<file path="src/hdl/assert_macros.svh">
// Assertion macros shared by the compensation block RTL.
`ifndef ASSERT_MACROS_SVH
`define ASSERT_MACROS_SVH
`ifndef SYNTHESIS
// Property must hold at every clock edge outside reset.
`define BSC_ASSERT(name, prop, clk, rst_n) \
  name: assert property (@(posedge clk) disable iff (!rst_n) (prop)) \
    else $error("assertion failed");
// Condition must never be seen at a clock edge outside reset.
`define BSC_ASSERT_NEVER(name, cond, clk, rst_n) \
  name: assert property (@(posedge clk) disable iff (!rst_n) !(cond)) \
    else $error("forbidden condition seen");
`else
`define BSC_ASSERT(name, prop, clk, rst_n)
`define BSC_ASSERT_NEVER(name, cond, clk, rst_n)
`endif
`endif

</file>
<file path="src/hdl/bsc_pkg.sv">
// Shared widths, register indexes and payload types of the compensation block.
`timescale 1ns / 1ps
package bsc_pkg;

  localparam int DATA_W    = 32;
  localparam int RAW_W     = 19;
  localparam int OSS_W     = 2;
  localparam int CFG_IDX_W = 3;
  localparam int CNT_W     = $clog2(DATA_W);

  // Configuration register indexes.
  localparam logic [CFG_IDX_W-1:0] REG_AC1_AC2  = 3'd0;
  localparam logic [CFG_IDX_W-1:0] REG_AC3_AC4  = 3'd1;
  localparam logic [CFG_IDX_W-1:0] REG_AC5_AC6  = 3'd2;
  localparam logic [CFG_IDX_W-1:0] REG_B1_B2    = 3'd3;
  localparam logic [CFG_IDX_W-1:0] REG_MC_MD    = 3'd4;
  localparam logic [CFG_IDX_W-1:0] REG_OVERSAMP = 3'd5;

  typedef struct packed {
    logic             kind;
    logic [RAW_W-1:0] raw_value;
  } in_item_t;

  typedef struct packed {
    logic                     result_kind;
    logic signed [DATA_W-1:0] value;
    logic                     div_error;
  } out_item_t;

endpackage

</file>
<file path="src/hdl/baro_sensor_compensation.sv">
// Integer temperature and pressure compensation for a barometric sensor.
//
// Requests enter on in_valid_i/in_stall_o/in_data_i: kind 0 carries a raw
// temperature, kind 1 a raw pressure. Each request gives one result on
// out_valid_o/out_stall_i/out_data_o: temperature in 0.1 degC or pressure in
// Pa, with div_error set and value 0 when a divisor turned out zero.
// A temperature request with a nonzero divisor also updates the stored B5
// term used by later pressure requests. Calibration words are written through
// cfg_we_i, cfg_idx_i and cfg_wdata_i; the user must write them only while
// no request is in flight, as the block itself does not enforce this.
// The bit-serial divider takes most of the time from accept to result valid,
// and a zero divisor skips it; the rest is one step of the shared 32x32
// multiplier or adder per cycle. One request is in flight at a time, and the
// next one is taken the cycle after the result moves into the output
// register, even if that result is still stalled. A stalled result holds
// its value; a finished result waits until the output register is free.
// Reset clears the coefficients, sets oversampling to 3 and B5 to zero.
`timescale 1ns / 1ps
`include "assert_macros.svh"
module baro_sensor_compensation (
  input  logic                         clk_i,
  input  logic                         rst_ni,
  input  logic                         in_valid_i,
  output logic                         in_stall_o,
  input  bsc_pkg::in_item_t            in_data_i,
  output logic                         out_valid_o,
  input  logic                         out_stall_i,
  output bsc_pkg::out_item_t           out_data_o,
  input  logic                         cfg_we_i,
  input  logic [bsc_pkg::CFG_IDX_W-1:0] cfg_idx_i,
  input  logic [bsc_pkg::DATA_W-1:0]    cfg_wdata_i
);

  localparam int W     = bsc_pkg::DATA_W;
  localparam int PAD_W = bsc_pkg::DATA_W - bsc_pkg::RAW_W;

  localparam logic [W-1:0] T_OFFSET  = 32'd4000;
  localparam logic [W-1:0] B4_BIAS   = 32'd32768;
  localparam logic [W-1:0] P_SCALE   = 32'd50000;
  localparam logic [W-1:0] K_SQ      = 32'd3038;
  localparam logic [W-1:0] K_LIN     = 32'hFFFF_E343;  // -7357
  localparam logic [W-1:0] K_OFS     = 32'd3791;
  localparam logic [W-1:0] T_ROUND   = 32'd8;
  localparam logic [W-1:0] B_ROUND   = 32'd2;

  typedef enum logic [23:0] {
    S_IDLE  = 24'h00_0001,
    S_T_X1  = 24'h00_0002,
    S_T_DEN = 24'h00_0004,
    S_T_CHK = 24'h00_0008,
    S_T_DIV = 24'h00_0010,
    S_T_VAL = 24'h00_0020,
    S_P_SQ  = 24'h00_0040,
    S_P_X1  = 24'h00_0080,
    S_P_X2  = 24'h00_0100,
    S_P_B3A = 24'h00_0200,
    S_P_B3B = 24'h00_0400,
    S_P_B3C = 24'h00_0800,
    S_P_B4A = 24'h00_1000,
    S_P_B4B = 24'h00_2000,
    S_P_B4C = 24'h00_4000,
    S_P_CHK = 24'h00_8000,
    S_P_DIV = 24'h01_0000,
    S_P_C1  = 24'h02_0000,
    S_P_C2  = 24'h04_0000,
    S_P_C3  = 24'h08_0000,
    S_P_C4  = 24'h10_0000,
    S_P_C5  = 24'h20_0000,
    S_P_VAL = 24'h40_0000,
    S_DONE  = 24'h80_0000
  } state_e;

  function automatic logic [W-1:0] sra32(input logic [W-1:0] v, input logic [4:0] sh);
    return 32'($signed(v) >>> sh);
  endfunction

  state_e state_q, state_d;

  logic [W-1:0]              ac12_q, ac34_q, ac56_q, b12_q, mcmd_q;
  logic [bsc_pkg::OSS_W-1:0] oss_q;
  logic [W-1:0]              temp_term_q;
  logic                      out_valid_q;
  bsc_pkg::out_item_t        out_data_q;

  logic                      kind_q;
  logic [bsc_pkg::RAW_W-1:0] raw_q;
  logic [W-1:0]              a_q, sq_q, r1_q, r2_q, r3_q, val_q;
  logic                      err_q;

  logic [W-1:0] ac1_s, ac2_s, ac3_s, ac4_u, ac5_u, ac6_u, b1_s, b2_s, mc_s, md_s;
  logic [W-1:0] p_scale, p_shr8;
  logic [W-1:0] mul_a, mul_b, mul_lo;
  logic         in_accept, out_load;

  logic         div_start, div_signed, div_done;
  logic [W-1:0] div_dividend, div_quo;

  assign ac1_s = {{16{ac12_q[31]}}, ac12_q[31:16]};
  assign ac2_s = {{16{ac12_q[15]}}, ac12_q[15:0]};
  assign ac3_s = {{16{ac34_q[31]}}, ac34_q[31:16]};
  assign ac4_u = {16'b0, ac34_q[15:0]};
  assign ac5_u = {16'b0, ac56_q[31:16]};
  assign ac6_u = {16'b0, ac56_q[15:0]};
  assign b1_s  = {{16{b12_q[31]}}, b12_q[31:16]};
  assign b2_s  = {{16{b12_q[15]}}, b12_q[15:0]};
  assign mc_s  = {{16{mcmd_q[31]}}, mcmd_q[31:16]};
  assign md_s  = {{16{mcmd_q[15]}}, mcmd_q[15:0]};

  assign p_scale = P_SCALE >> oss_q;
  assign p_shr8  = sra32(r3_q, 5'd8);

  assign in_accept  = in_valid_i && (state_q == S_IDLE);
  assign out_load   = (state_q == S_DONE) && (!out_valid_q || !out_stall_i);
  assign in_stall_o = (state_q != S_IDLE);

  // Shared multiplier: only the low word of the product is ever needed.
  always_comb begin
    mul_a = '0;
    mul_b = '0;
    case (state_q)
      S_T_X1: begin
        mul_a = a_q;
        mul_b = ac5_u;
      end
      S_P_SQ: begin
        mul_a = a_q;
        mul_b = a_q;
      end
      S_P_X1: begin
        mul_a = b2_s;
        mul_b = sq_q;
      end
      S_P_X2: begin
        mul_a = ac2_s;
        mul_b = a_q;
      end
      S_P_B3A: begin
        mul_a = ac3_s;
        mul_b = a_q;
      end
      S_P_B3B: begin
        mul_a = b1_s;
        mul_b = sq_q;
      end
      S_P_B4B: begin
        mul_a = r1_q;
        mul_b = p_scale;
      end
      S_P_B4C: begin
        mul_a = ac4_u;
        mul_b = r2_q;
      end
      S_P_C1: begin
        mul_a = p_shr8;
        mul_b = p_shr8;
      end
      S_P_C2: begin
        mul_a = r1_q;
        mul_b = K_SQ;
      end
      S_P_C3: begin
        mul_a = K_LIN;
        mul_b = r3_q;
      end
      default: begin
        mul_a = '0;
        mul_b = '0;
      end
    endcase
  end

  assign mul_lo = mul_a * mul_b;

  // The divisor sits in r2_q for both kinds; a zero divisor skips the divide.
  assign div_start    = ((state_q == S_T_CHK) || (state_q == S_P_CHK)) && (r2_q != '0);
  assign div_signed   = (state_q == S_T_CHK);
  assign div_dividend = (state_q == S_T_CHK) ? {mc_s[20:0], 11'b0} :
                        (r1_q[W-1] ? r1_q : {r1_q[W-2:0], 1'b0});

  bsc_div u_div (
    .clk_i      (clk_i),
    .rst_ni     (rst_ni),
    .start_i    (div_start),
    .signed_i   (div_signed),
    .dividend_i (div_dividend),
    .divisor_i  (r2_q),
    .done_o     (div_done),
    .quotient_o (div_quo)
  );

  always_comb begin
    state_d = state_q;
    case (state_q)
      S_IDLE:  if (in_accept) state_d = in_data_i.kind ? S_P_SQ : S_T_X1;
      S_T_X1:  state_d = S_T_DEN;
      S_T_DEN: state_d = S_T_CHK;
      S_T_CHK: state_d = (r2_q == '0) ? S_DONE : S_T_DIV;
      S_T_DIV: if (div_done) state_d = S_T_VAL;
      S_T_VAL: state_d = S_DONE;
      S_P_SQ:  state_d = S_P_X1;
      S_P_X1:  state_d = S_P_X2;
      S_P_X2:  state_d = S_P_B3A;
      S_P_B3A: state_d = S_P_B3B;
      S_P_B3B: state_d = S_P_B3C;
      S_P_B3C: state_d = S_P_B4A;
      S_P_B4A: state_d = S_P_B4B;
      S_P_B4B: state_d = S_P_B4C;
      S_P_B4C: state_d = S_P_CHK;
      S_P_CHK: state_d = (r2_q == '0) ? S_DONE : S_P_DIV;
      S_P_DIV: if (div_done) state_d = S_P_C1;
      S_P_C1:  state_d = S_P_C2;
      S_P_C2:  state_d = S_P_C3;
      S_P_C3:  state_d = S_P_C4;
      S_P_C4:  state_d = S_P_C5;
      S_P_C5:  state_d = S_P_VAL;
      S_P_VAL: state_d = S_DONE;
      S_DONE:  if (out_load) state_d = S_IDLE;
      default: state_d = S_IDLE;
    endcase
  end

  always_ff @(posedge clk_i or negedge rst_ni) begin
    if (!rst_ni) begin
      state_q     <= S_IDLE;
      out_valid_q <= 1'b0;
      temp_term_q <= '0;
      ac12_q      <= '0;
      ac34_q      <= '0;
      ac56_q      <= '0;
      b12_q       <= '0;
      mcmd_q      <= '0;
      oss_q       <= 2'd3;
    end else begin
      state_q <= state_d;
      if (out_load) begin
        out_valid_q <= 1'b1;
      end else if (!out_stall_i) begin
        out_valid_q <= 1'b0;
      end
      if ((state_q == S_T_DIV) && div_done) begin
        temp_term_q <= r1_q + div_quo;
      end
      if (cfg_we_i) begin
        case (cfg_idx_i)
          bsc_pkg::REG_AC1_AC2:  ac12_q <= cfg_wdata_i;
          bsc_pkg::REG_AC3_AC4:  ac34_q <= cfg_wdata_i;
          bsc_pkg::REG_AC5_AC6:  ac56_q <= cfg_wdata_i;
          bsc_pkg::REG_B1_B2:    b12_q  <= cfg_wdata_i;
          bsc_pkg::REG_MC_MD:    mcmd_q <= cfg_wdata_i;
          bsc_pkg::REG_OVERSAMP: oss_q  <= cfg_wdata_i[bsc_pkg::OSS_W-1:0];
          default: ;
        endcase
      end
    end
  end

  // Datapath: at most one multiply and two adds per step.
  always_ff @(posedge clk_i) begin
    case (state_q)
      S_IDLE: begin
        if (in_accept) begin
          kind_q <= in_data_i.kind;
          raw_q  <= in_data_i.raw_value;
          a_q    <= in_data_i.kind ? (temp_term_q - T_OFFSET) :
                    ({{PAD_W{1'b0}}, in_data_i.raw_value} - ac6_u);
        end
      end
      S_T_X1:  r1_q <= sra32(mul_lo, 5'd15);
      S_T_DEN: r2_q <= r1_q + md_s;
      S_T_CHK: begin
        if (r2_q == '0) begin
          val_q <= '0;
          err_q <= 1'b1;
        end
      end
      S_T_VAL: begin
        val_q <= sra32(temp_term_q + T_ROUND, 5'd4);
        err_q <= 1'b0;
      end
      S_P_SQ:  sq_q <= sra32(mul_lo, 5'd12);
      S_P_X1:  r1_q <= sra32(mul_lo, 5'd11);
      S_P_X2:  r2_q <= sra32(mul_lo, 5'd11);
      S_P_B3A: begin
        r1_q <= r1_q + r2_q;
        r2_q <= sra32(mul_lo, 5'd13);
      end
      S_P_B3B: begin
        r1_q <= ({ac1_s[W-3:0], 2'b0} + r1_q) << oss_q;
        r3_q <= sra32(mul_lo, 5'd16);
      end
      S_P_B3C: begin
        r1_q <= sra32(r1_q + B_ROUND, 5'd2);
        r2_q <= r2_q + r3_q;
      end
      S_P_B4A: begin
        r1_q <= {{PAD_W{1'b0}}, raw_q} - r1_q;
        r2_q <= sra32(r2_q + B_ROUND, 5'd2);
      end
      S_P_B4B: begin
        r1_q <= mul_lo;
        r2_q <= r2_q + B4_BIAS;
      end
      S_P_B4C: r2_q <= mul_lo >> 15;
      S_P_CHK: begin
        if (r2_q == '0) begin
          val_q <= '0;
          err_q <= 1'b1;
        end
      end
      S_P_DIV: begin
        // Large B7 was divided unshifted; the doubling comes afterwards.
        if (div_done) begin
          r3_q <= r1_q[W-1] ? {div_quo[W-2:0], 1'b0} : div_quo;
        end
      end
      S_P_C1:  r1_q <= mul_lo;
      S_P_C2:  r1_q <= sra32(mul_lo, 5'd16);
      S_P_C3:  r2_q <= sra32(mul_lo, 5'd16);
      S_P_C4:  r1_q <= r1_q + r2_q;
      S_P_C5:  r1_q <= sra32(r1_q + K_OFS, 5'd4);
      S_P_VAL: begin
        val_q <= r3_q + r1_q;
        err_q <= 1'b0;
      end
      S_DONE: begin
        if (out_load) begin
          out_data_q.result_kind <= kind_q;
          out_data_q.value       <= $signed(val_q);
          out_data_q.div_error   <= err_q;
        end
      end
      default: ;
    endcase
  end

  assign out_valid_o = out_valid_q;
  assign out_data_o  = out_data_q;

  `BSC_ASSERT(div_done_in_wait, div_done |-> (state_q == S_T_DIV || state_q == S_P_DIV), clk_i, rst_ni)
  `BSC_ASSERT(b5_only_after_divide, !$stable(temp_term_q) |-> $past(state_q == S_T_DIV), clk_i, rst_ni)
  `BSC_ASSERT(result_waits_for_room, (state_q == S_DONE && out_valid_q && out_stall_i) |=> (state_q == S_DONE), clk_i, rst_ni)

endmodule

</file>
<file path="src/hdl/bsc_div.sv">
// Radix-2 restoring divider, one quotient bit per cycle, optional signed mode.
`timescale 1ns / 1ps
`include "assert_macros.svh"
module bsc_div (
  input  logic                      clk_i,
  input  logic                      rst_ni,
  input  logic                      start_i,
  input  logic                      signed_i,
  input  logic [bsc_pkg::DATA_W-1:0] dividend_i,
  input  logic [bsc_pkg::DATA_W-1:0] divisor_i,
  output logic                      done_o,
  output logic [bsc_pkg::DATA_W-1:0] quotient_o
);

  localparam int W = bsc_pkg::DATA_W;
  localparam logic [bsc_pkg::CNT_W-1:0] LastCnt = bsc_pkg::CNT_W'(W - 1);

  logic                      busy_q, fix_q, done_q;
  logic [bsc_pkg::CNT_W-1:0] cnt_q;
  logic [W-1:0]              rem_q, quo_q, dvs_q;
  logic                      neg_q;

  logic [W-1:0] dend_mag, dvs_mag;
  logic [W:0]   rem_sh, diff;

  // Signed mode works on magnitudes and fixes the sign at the end, which
  // gives truncation toward zero.
  assign dend_mag = (signed_i && dividend_i[W-1]) ? ({W{1'b0}} - dividend_i) : dividend_i;
  assign dvs_mag  = (signed_i && divisor_i[W-1])  ? ({W{1'b0}} - divisor_i)  : divisor_i;

  assign rem_sh = {rem_q, quo_q[W-1]};
  assign diff   = rem_sh - {1'b0, dvs_q};

  always_ff @(posedge clk_i or negedge rst_ni) begin
    if (!rst_ni) begin
      busy_q <= 1'b0;
      fix_q  <= 1'b0;
      done_q <= 1'b0;
      cnt_q  <= '0;
    end else begin
      done_q <= 1'b0;
      if (start_i) begin
        busy_q <= 1'b1;
        cnt_q  <= '0;
      end else if (busy_q) begin
        cnt_q <= cnt_q + bsc_pkg::CNT_W'(1);
        if (cnt_q == LastCnt) begin
          busy_q <= 1'b0;
          fix_q  <= 1'b1;
        end
      end else if (fix_q) begin
        fix_q  <= 1'b0;
        done_q <= 1'b1;
      end
    end
  end

  always_ff @(posedge clk_i) begin
    if (start_i) begin
      rem_q <= '0;
      quo_q <= dend_mag;
      dvs_q <= dvs_mag;
      neg_q <= signed_i & (dividend_i[W-1] ^ divisor_i[W-1]);
    end else if (busy_q) begin
      if (!diff[W]) begin
        rem_q <= diff[W-1:0];
        quo_q <= {quo_q[W-2:0], 1'b1};
      end else begin
        rem_q <= rem_sh[W-1:0];
        quo_q <= {quo_q[W-2:0], 1'b0};
      end
    end else if (fix_q) begin
      if (neg_q) begin
        quo_q <= {W{1'b0}} - quo_q;
      end
    end
  end

  assign done_o     = done_q;
  assign quotient_o = quo_q;

  `BSC_ASSERT_NEVER(div_busy_and_fix, busy_q && fix_q, clk_i, rst_ni)
  `BSC_ASSERT_NEVER(div_start_while_busy, start_i && (busy_q || fix_q), clk_i, rst_ni)
  `BSC_ASSERT(div_done_after_fix, done_q |-> $past(fix_q), clk_i, rst_ni)

endmodule
</file>
<file path="config.mk">
export PLATFORM = sky130hd
export DESIGN_NAME = baro_sensor_compensation
export DESIGN_NICKNAME = d
export VERILOG_FILES = /design/src/hdl/bsc_pkg.sv /design/src/hdl/baro_sensor_compensation.sv /design/src/hdl/bsc_div.sv
export VERILOG_INCLUDE_DIRS = /design/src /design/src/hdl
export SDC_FILE = /design/constraint.sdc
export NUM_CORES = 2
export LEC_CHECK = 0
export BUFFER_PORTS_ARGS = -buffer_cell sky130_fd_sc_hd__buf_2
export CAP_MARGIN = 20
export CORE_AREA = 2 2 385 387
export CTS_BUF_LIST = sky130_fd_sc_hd__clkbuf_16
export DETAILED_ROUTE_END_ITERATION = 12
export DIE_AREA = 0 0 387 389
export GPL_TIMING_DRIVEN = 0
export MAX_ROUTING_LAYER = met4
export PLACE_DENSITY = 0.55
export SLEW_MARGIN = 10
export SYNTH_ARGS = -nofsm -noshare
export SYNTH_HDL_FRONTEND = slang
export SYNTH_SLANG_ARGS = --single-unit
</file>
<file path="constraint.sdc">
create_clock -name clk_i -period 28.6 [get_ports clk_i]
set_input_delay 1.43 -clock clk_i [delete_from_list [all_inputs] [get_ports clk_i]]
set_output_delay 1.43 -clock clk_i [all_outputs]
set_load 0.02 [all_outputs]
</file>
# Word-level counts from Yosys, hierarchy flattened
# Index checks and enable logic that the tools add are counted.
[totals] reg_bits=559 latch_bits=0 mem_bits_rw=0 mem_bits_ro=0 in_bits=60 out_inout_bits=36 elab_cells=177 mem_count=0
[classes] n_addsub=19 mul=1 div=0 magnitude_cmp=0 eq_ne=38 shifts=2 n_mux=42 bitwise=3 reduce_logical=43
[op_table] operator="$pmux 32 s9" count=2
[op_table] operator="$pmux 24 s23" count=1
[op_table] operator="$pmux 32 s8" count=2
[op_table] operator="$mux 32" count=13
[op_table] operator="$add 32x32->32" count=6
[op_table] operator="$mux 24" count=6
[op_table] operator="$pmux 32 s3" count=1
[op_table] operator="$sub 1x32->32 const A" count=3
[op_table] operator="$add 32x2->32 const B" count=2
[op_table] operator="$pmux 32 s2" count=1
[op_table] operator="$sub 33x32->33" count=1
[op_table] operator="$add 32x12->32 const B" count=1
[op_table] operator="$add 32x16->32 const B" count=1
[op_table] operator="$add 32x4->32 const B" count=1
[op_table] operator="$logic_not 32->1" count=1
[op_table] operator="$mul 32x32->32" count=1
[op_table] operator="$reduce_bool 32->1" count=1
[op_table] operator="$shl 32x2->32" count=1
[op_table] operator="$shr 16x2->32 const A" count=1
[op_table] operator="$sub 19x32->32" count=1
[op_table] operator="$sub 32x12->32 const B" count=1
[op_table] operator="$reduce_and 2->1" count=13
[op_table] operator="$eq 24x1->1 const B" count=1
[op_table] operator="$eq 24x10->1 const B" count=1
[op_table] operator="49 further kinds" count=85

# Logic depth before layout (Yosys ltp)
[depth] ltp_word=5 ltp_mapped=44 depth_no_buf=38

# Modules after synthesis
# From an unflattened synthesis, not the netlist that was laid out.
[hier_totals] cells_unflattened=6602 hier_area_um2=58797.6
[modules_own_cells] mod="baro_sensor_compensation" n_inst=1 cells_each=5654 area_per_inst_um2=50769.9 seq_area_each_um2=12540.8
[modules_own_cells] mod="bsc_div" n_inst=1 cells_each=948 area_per_inst_um2=8027.7 seq_area_each_um2=2792.7

# Worst setup path before layout
# No wires, ideal clock.
[synth_timing] kind="reg-to-reg" from="register state_q[20]" to="register r1_q[30] (data pin)" setup_time_ns=0.255 t_arrival_ns=9.896 required_ns=28.345 path_slack_ns=18.449 path_stages_with_launch=41 synth_period_minus_slack_ns=10.151 path_cell_list="dfrtp_1 > or4_1 > buf_2 > nor3_4 > and4b_1 > buf_4 > a21o_2 > buf_6 > buf_4 > buf_6 > a22oi_1 > and3_1 > clkbuf_1 > clkbuf_1 > nor2_1 > fa_1 > fa_1 > fa_1 > [5 not listed] > fa_1 > inv_1 > fa_1 > inv_1 > fa_1 > inv_1 > ha_1 > nor2b_1 > or3b_2 > a211o_1 > a21oi_1 > a21oi_1 > nand2_1 > o211ai_1 > a32oi_1 > o211ai_1 > a2111o_1 > a31o_1"
[synth_between] elab_chain_cells=5
[synth_rtl] element="start: declaration" line="baro_sensor_compensation.sv:77" source="state_e state_q, state_d;"
[synth_rtl] element="start signal: assignment" line="baro_sensor_compensation.sv:234" source="state_q <= state_d;"
[synth_rtl] element="$eq 24x10->1 (tied with other cells)" line="baro_sensor_compensation.sv:120" source="case (state_q)"
[synth_rtl] element="$reduce_or 3->1 (no line) or $reduce_or 2->1 (tied branches)"
[synth_rtl] element="$pmux 32 s8 or $pmux 32 s9 (tied branches)" line="baro_sensor_compensation.sv:120"
[synth_rtl] element="$mul 32x32->32 (*)" line="baro_sensor_compensation.sv:172" source="assign mul_lo = mul_a * mul_b;"
[synth_rtl] element="named net mul_lo[30]" line="baro_sensor_compensation.sv:92" source="logic [W-1:0] mul_a, mul_b, mul_lo;"
[synth_rtl] element="$pmux 32 s9 (*)" line="baro_sensor_compensation.sv:259" source="case (state_q)"
[synth_rtl] element="end signal: assignment" line="baro_sensor_compensation.sv:268" source="S_T_X1: r1_q <= sra32(mul_lo, 5'd15);"
[synth_rtl] element="end signal: assignment" line="baro_sensor_compensation.sv:281" source="S_P_X1: r1_q <= sra32(mul_lo, 5'd11);"
[synth_rtl] element="end signal: assignment" line="baro_sensor_compensation.sv:284" source="r1_q <= r1_q + r2_q;"
[synth_rtl] element="end: declaration" line="baro_sensor_compensation.sv:87" source="logic [W-1:0] a_q, sq_q, r1_q, r2_q, r3_q, val_q;"
# Mark *: on every way through the listed nets, which the timed path passes. The rest lies on a longest branch.
# A chain may end at the register's enable or synchronous reset.

# Final worst setup path
[layout_timing] from="register state_q[2]" to="register r2_q[30] (data pin)"
[layout_between] elab_chain_cells=5
[layout_rtl] element="$eq 24x10->1 (tied with other cells)" line="baro_sensor_compensation.sv:120, baro_sensor_compensation.sv:259"
[layout_rtl] element="$reduce_or 3->1 (no line) or $reduce_or 2->1 (tied branches)"
[layout_rtl] element="$pmux 32 s8 or $pmux 32 s9 (tied branches)" line="baro_sensor_compensation.sv:120"
[layout_rtl] element="$mul 32x32->32" line="baro_sensor_compensation.sv:172"
[layout_rtl] element="$pmux 32 s8 (*)" line="baro_sensor_compensation.sv:259"
[layout_rtl] element="end signal: assignment" line="baro_sensor_compensation.sv:269" source="S_T_DEN: r2_q <= r1_q + md_s;"
[layout_rtl] element="end signal: assignment" line="baro_sensor_compensation.sv:282" source="S_P_X2: r2_q <= sra32(mul_lo, 5'd11);"
[layout_rtl] element="end signal: assignment" line="baro_sensor_compensation.sv:285" source="r2_q <= sra32(mul_lo, 5'd13);"
[layout_rtl] element="end: declaration" line="baro_sensor_compensation.sv:87"
# Mark *: on every way between the ends. The rest lies on a longest branch, timed or not.

==> results_dict.tcl <==
set metrics [dict create \
    slew-limit-headroom 0.1027 \
    hp-class "flip-flop to flip-flop" \
    arrival_ns 16.52 \
    drt_first_pass_iters 8 \
    finalNonFillerCells 8772 \
    wl_per_cell_um 32.81 \
    setup_slack_ns 12.48 \
    whs_ns 0.4147 \
    grt_overflow 0 \
    port_buffers 94 \
    drc_errors 0 \
    final_nets 7647 \
    synth.avg_cell_area_um2 8.871 \
    worst_ep_required_time_ns 29.01 \
    die_h_um 389 \
    r2r_end "r2_q[30]" \
    path_class "flip-flop to flip-flop" \
    p_leak_uw 0.02777 \
    r2r-start "state_q[2]" \
    synth-async-reset-ratio 0.4061 \
    final.setup.tns_ns 0 \
    max_slew.worst_pin.slew_ns 1.346 \
    critPathMaxStageDelay_ns 1.00 \
    ys_top_cells_by_area "edfxtp_1 (15%), fa_1 (14%), dfrtp_1 (9.6%)" \
    cellPowerDensity_mw_per_mm2 64.05 \
    synth_cell_types 95 \
    antenna_found_initial 29 \
    syn_to_final_growth_pct 10.43 \
    post-place-ws_ns 13.12 \
    maxCapViolCount 0 \
    seq_area_frac_synth 0.2634 \
    place_congestion 1.073 \
    die_w_um 387 \
    cts_buffers 69 \
    post-route-period-util 0.5635 \
    yosysTopAreaCellShare 0.1547 \
    ys_ff_latch 559 \
    dpl_cell_area_mm2 0.06194 \
    synth_edf_count 300 \
    rsz0062_at_grt "false" \
    status "finished clean" \
    tritoncts "built" \
    vias 54170 \
    clkTransAtPathRegs_ns 0.06 \
    finalSetupViolCount 0 \
    fin_area_mm2 0.06429 \
    routed_via_density 6.176 \
    skew_ns 0.05641 \
    layout-drive-gt1-share 0.07845 \
    start_util 0.3971 \
    synth.most_common_cell "nand2_1" \
    reg2reg_depth 39 \
    clk_latency_ns 0.69 \
    dieArea_mm2 0.1505 \
    clock_sinks 559 \
    htree_levels 3 \
    grt_pass1_vias 52510 \
    r2r_slack_ns 12.48 \
    dp_cells 8632 \
    cts_resized 0 \
    ys_warn_count 0 \
    gr-usage-all-layers 0.3858 \
    syn-num-nets 7433 \
    grt_pass1_wl_mm 398.6 \
    max_clock_freq_mhz 62.04 \
    grt_max_degree 110 \
    root_buffer "clkbuf_16" \
    drv_slew 0 \
    num_rows 141 \
    ant_nets 0 \
    core-area_mm2 0.1466 \
    cts_hold_buf 0 \
    n_fill_cell 14830 \
    min_period_ns 16.12 \
    hold_viol 0 \
    cp-endpoint "r2_q[30]" \
    num_io_pins 96 \
    drtIter0Drc 6466 \
    cpMaxStageDelayCell "nor4_1" \
    cts_setup_buffers 0 \
    cp_max_fo 10 \
    synthCells 6563 \
    peakVddDrop_mv 0.04456 \
    place_hpwl_mm 235.1 \
    clockBufferDepth 3 \
    synth_area_leader_cell "edfxtp_1" \
    syn_area_mm2 0.05822 \
    cp-startpoint "state_q[2]" \
    synth_common_cells "nand2_1 (669), inv_1 (662), nor2_1 (605)" \
    endpoint_kind "flip-flop" \
    startpoint_type "flip-flop" \
    synth_flop_cell "edfxtp_1" \
    routed_wl_mm 287.8 \
]
-- state kept, by name, summed over array words and instances (netlist names), 2 cells and up --
| signal | count |
|---|---|
| r2_q | 32 |
| oss_q | 2 |
| r3_q | 32 |
| mcmd_q | 32 |
| ac12_q | 32 |
| ac34_q | 32 |
| val_q | 32 |
| state_q | 24 |
| sq_q | 20 |
| temp_term_q | 32 |
| b12_q | 32 |
| u_div.quotient_o | 32 |
| u_div.cnt_q | 5 |
| out_data_o | 34 |
| raw_q | 19 |
| u_div.dvs_q | 32 |
| u_div.rem_q | 32 |
| r1_q | 32 |
| a_q | 32 |
| ac56_q | 32 |
-- power breakdown --
part,leakage [uW],switching [uW],internal (uW)
logic,0.0206,1300,669
clock network,0.00115,402,519
registers,0.00598,206,1020
total,0.0278,1910,2210
-- kinds of logic after synthesis --
group,Yosys count,synth area share
adders and majority gates,810,0.2278
DFF,559,0.2634
buffers and inverters,1014,0.06722
and+or+nand+nor,2003,0.1588
AOI/OAI and AO/OA,1456,0.1645
muxes,226,0.04214
xor gates and xnor gates,495,0.07614
-- layer usage --
layer / track usage / wire length (um)
met1: 0.4720 / 113100
met2: 0.5812 / 126400
met5: - / 0
met4: 0.2787 / 24770
met3: 0.06044 / 23500
-- critical path, delay by kind of cell, from the launching register on --
family                     cells  cell delay (ns)
AOI/OAI and AO/OA              9             4.08
xor gates and xnor gates       1             0.24
adders and majority gates      9             3.85
buffers and inverters         12             3.30
DFF                            1             0.54
and+or+nand+nor                8             3.80
-- per-stage QoR --
stage          utilization  total power (uW)
6_report            0.4385              4118
5_1_grt             0.4385              4281
4_1_cts             0.4381              4056
3_5_place_dp        0.4225              3129
3_3_place_gp        0.4168              3074
2_1_floorplan            -              2325
-- how the worst min path moves through the flow --
stage,slack [ns],cells after the start,to,from
2_1_floorplan,0.40,0,out_data_o[0],err_q
3_3_place_gp,0.41,0,out_data_o[7],val_q[6]
3_5_place_dp,0.41,0,out_data_o[2],val_q[1]
6_report,0.41,0,out_data_o[10],val_q[9]
5_1_grt,0.43,0,out_data_o[7],val_q[6]
4_1_cts,0.42,0,out_data_o[10],val_q[9]
-- placed cells by master, fill, tap and decap left out, types with 29 or more instances in the layout --
master     instances
buf_2            133
mux2i_1           73
a222oi_1          30
o21ai_0          331
or3_1             40
and2_1            31
a31oi_1           29
inv_1            672
a22oi_1           47
edfxtp_1         300
o21bai_1          37
nor4_1            40
a211oi_1          32
dfrtp_1          224
a21o_1           107
xnor2_1          291
nor2_1           603
o31ai_1           35
nor2b_1           52
dfxtp_1           32
nand2b_1          79
o22ai_1           50
nand3_1          144
nor3_1            93
o21a_1            33
fa_1             417
ha_1             393
a221oi_1          76
clkbuf_16         71
o211ai_1          37
nand4_1           52
and3_1            77
clkbuf_1         274
nand2_1          668
xor2_1           178
a221o_1           38
mux2_2           153
a21oi_1          378
-- final cells by class --
type / count / area [um^2] / area share
well taps: 1930 / 2415 / 0.03756
inverters: 668 / 2507 / 0.03900
repair buffers: 143 / 1086 / 0.01689
flip-flops and latches: 559 / 15330 / 0.2385
clock inverters: 55 / 510.5 / 0.007940
plain buffers: 346 / 1406 / 0.02187
multi-input cells: 4990 / 39230 / 0.6102
diodes: 10 / 25.02 / 0.0003892
clock buffers: 71 / 1777 / 0.02763
Note: power is estimated with default switching activity, not from simulation.
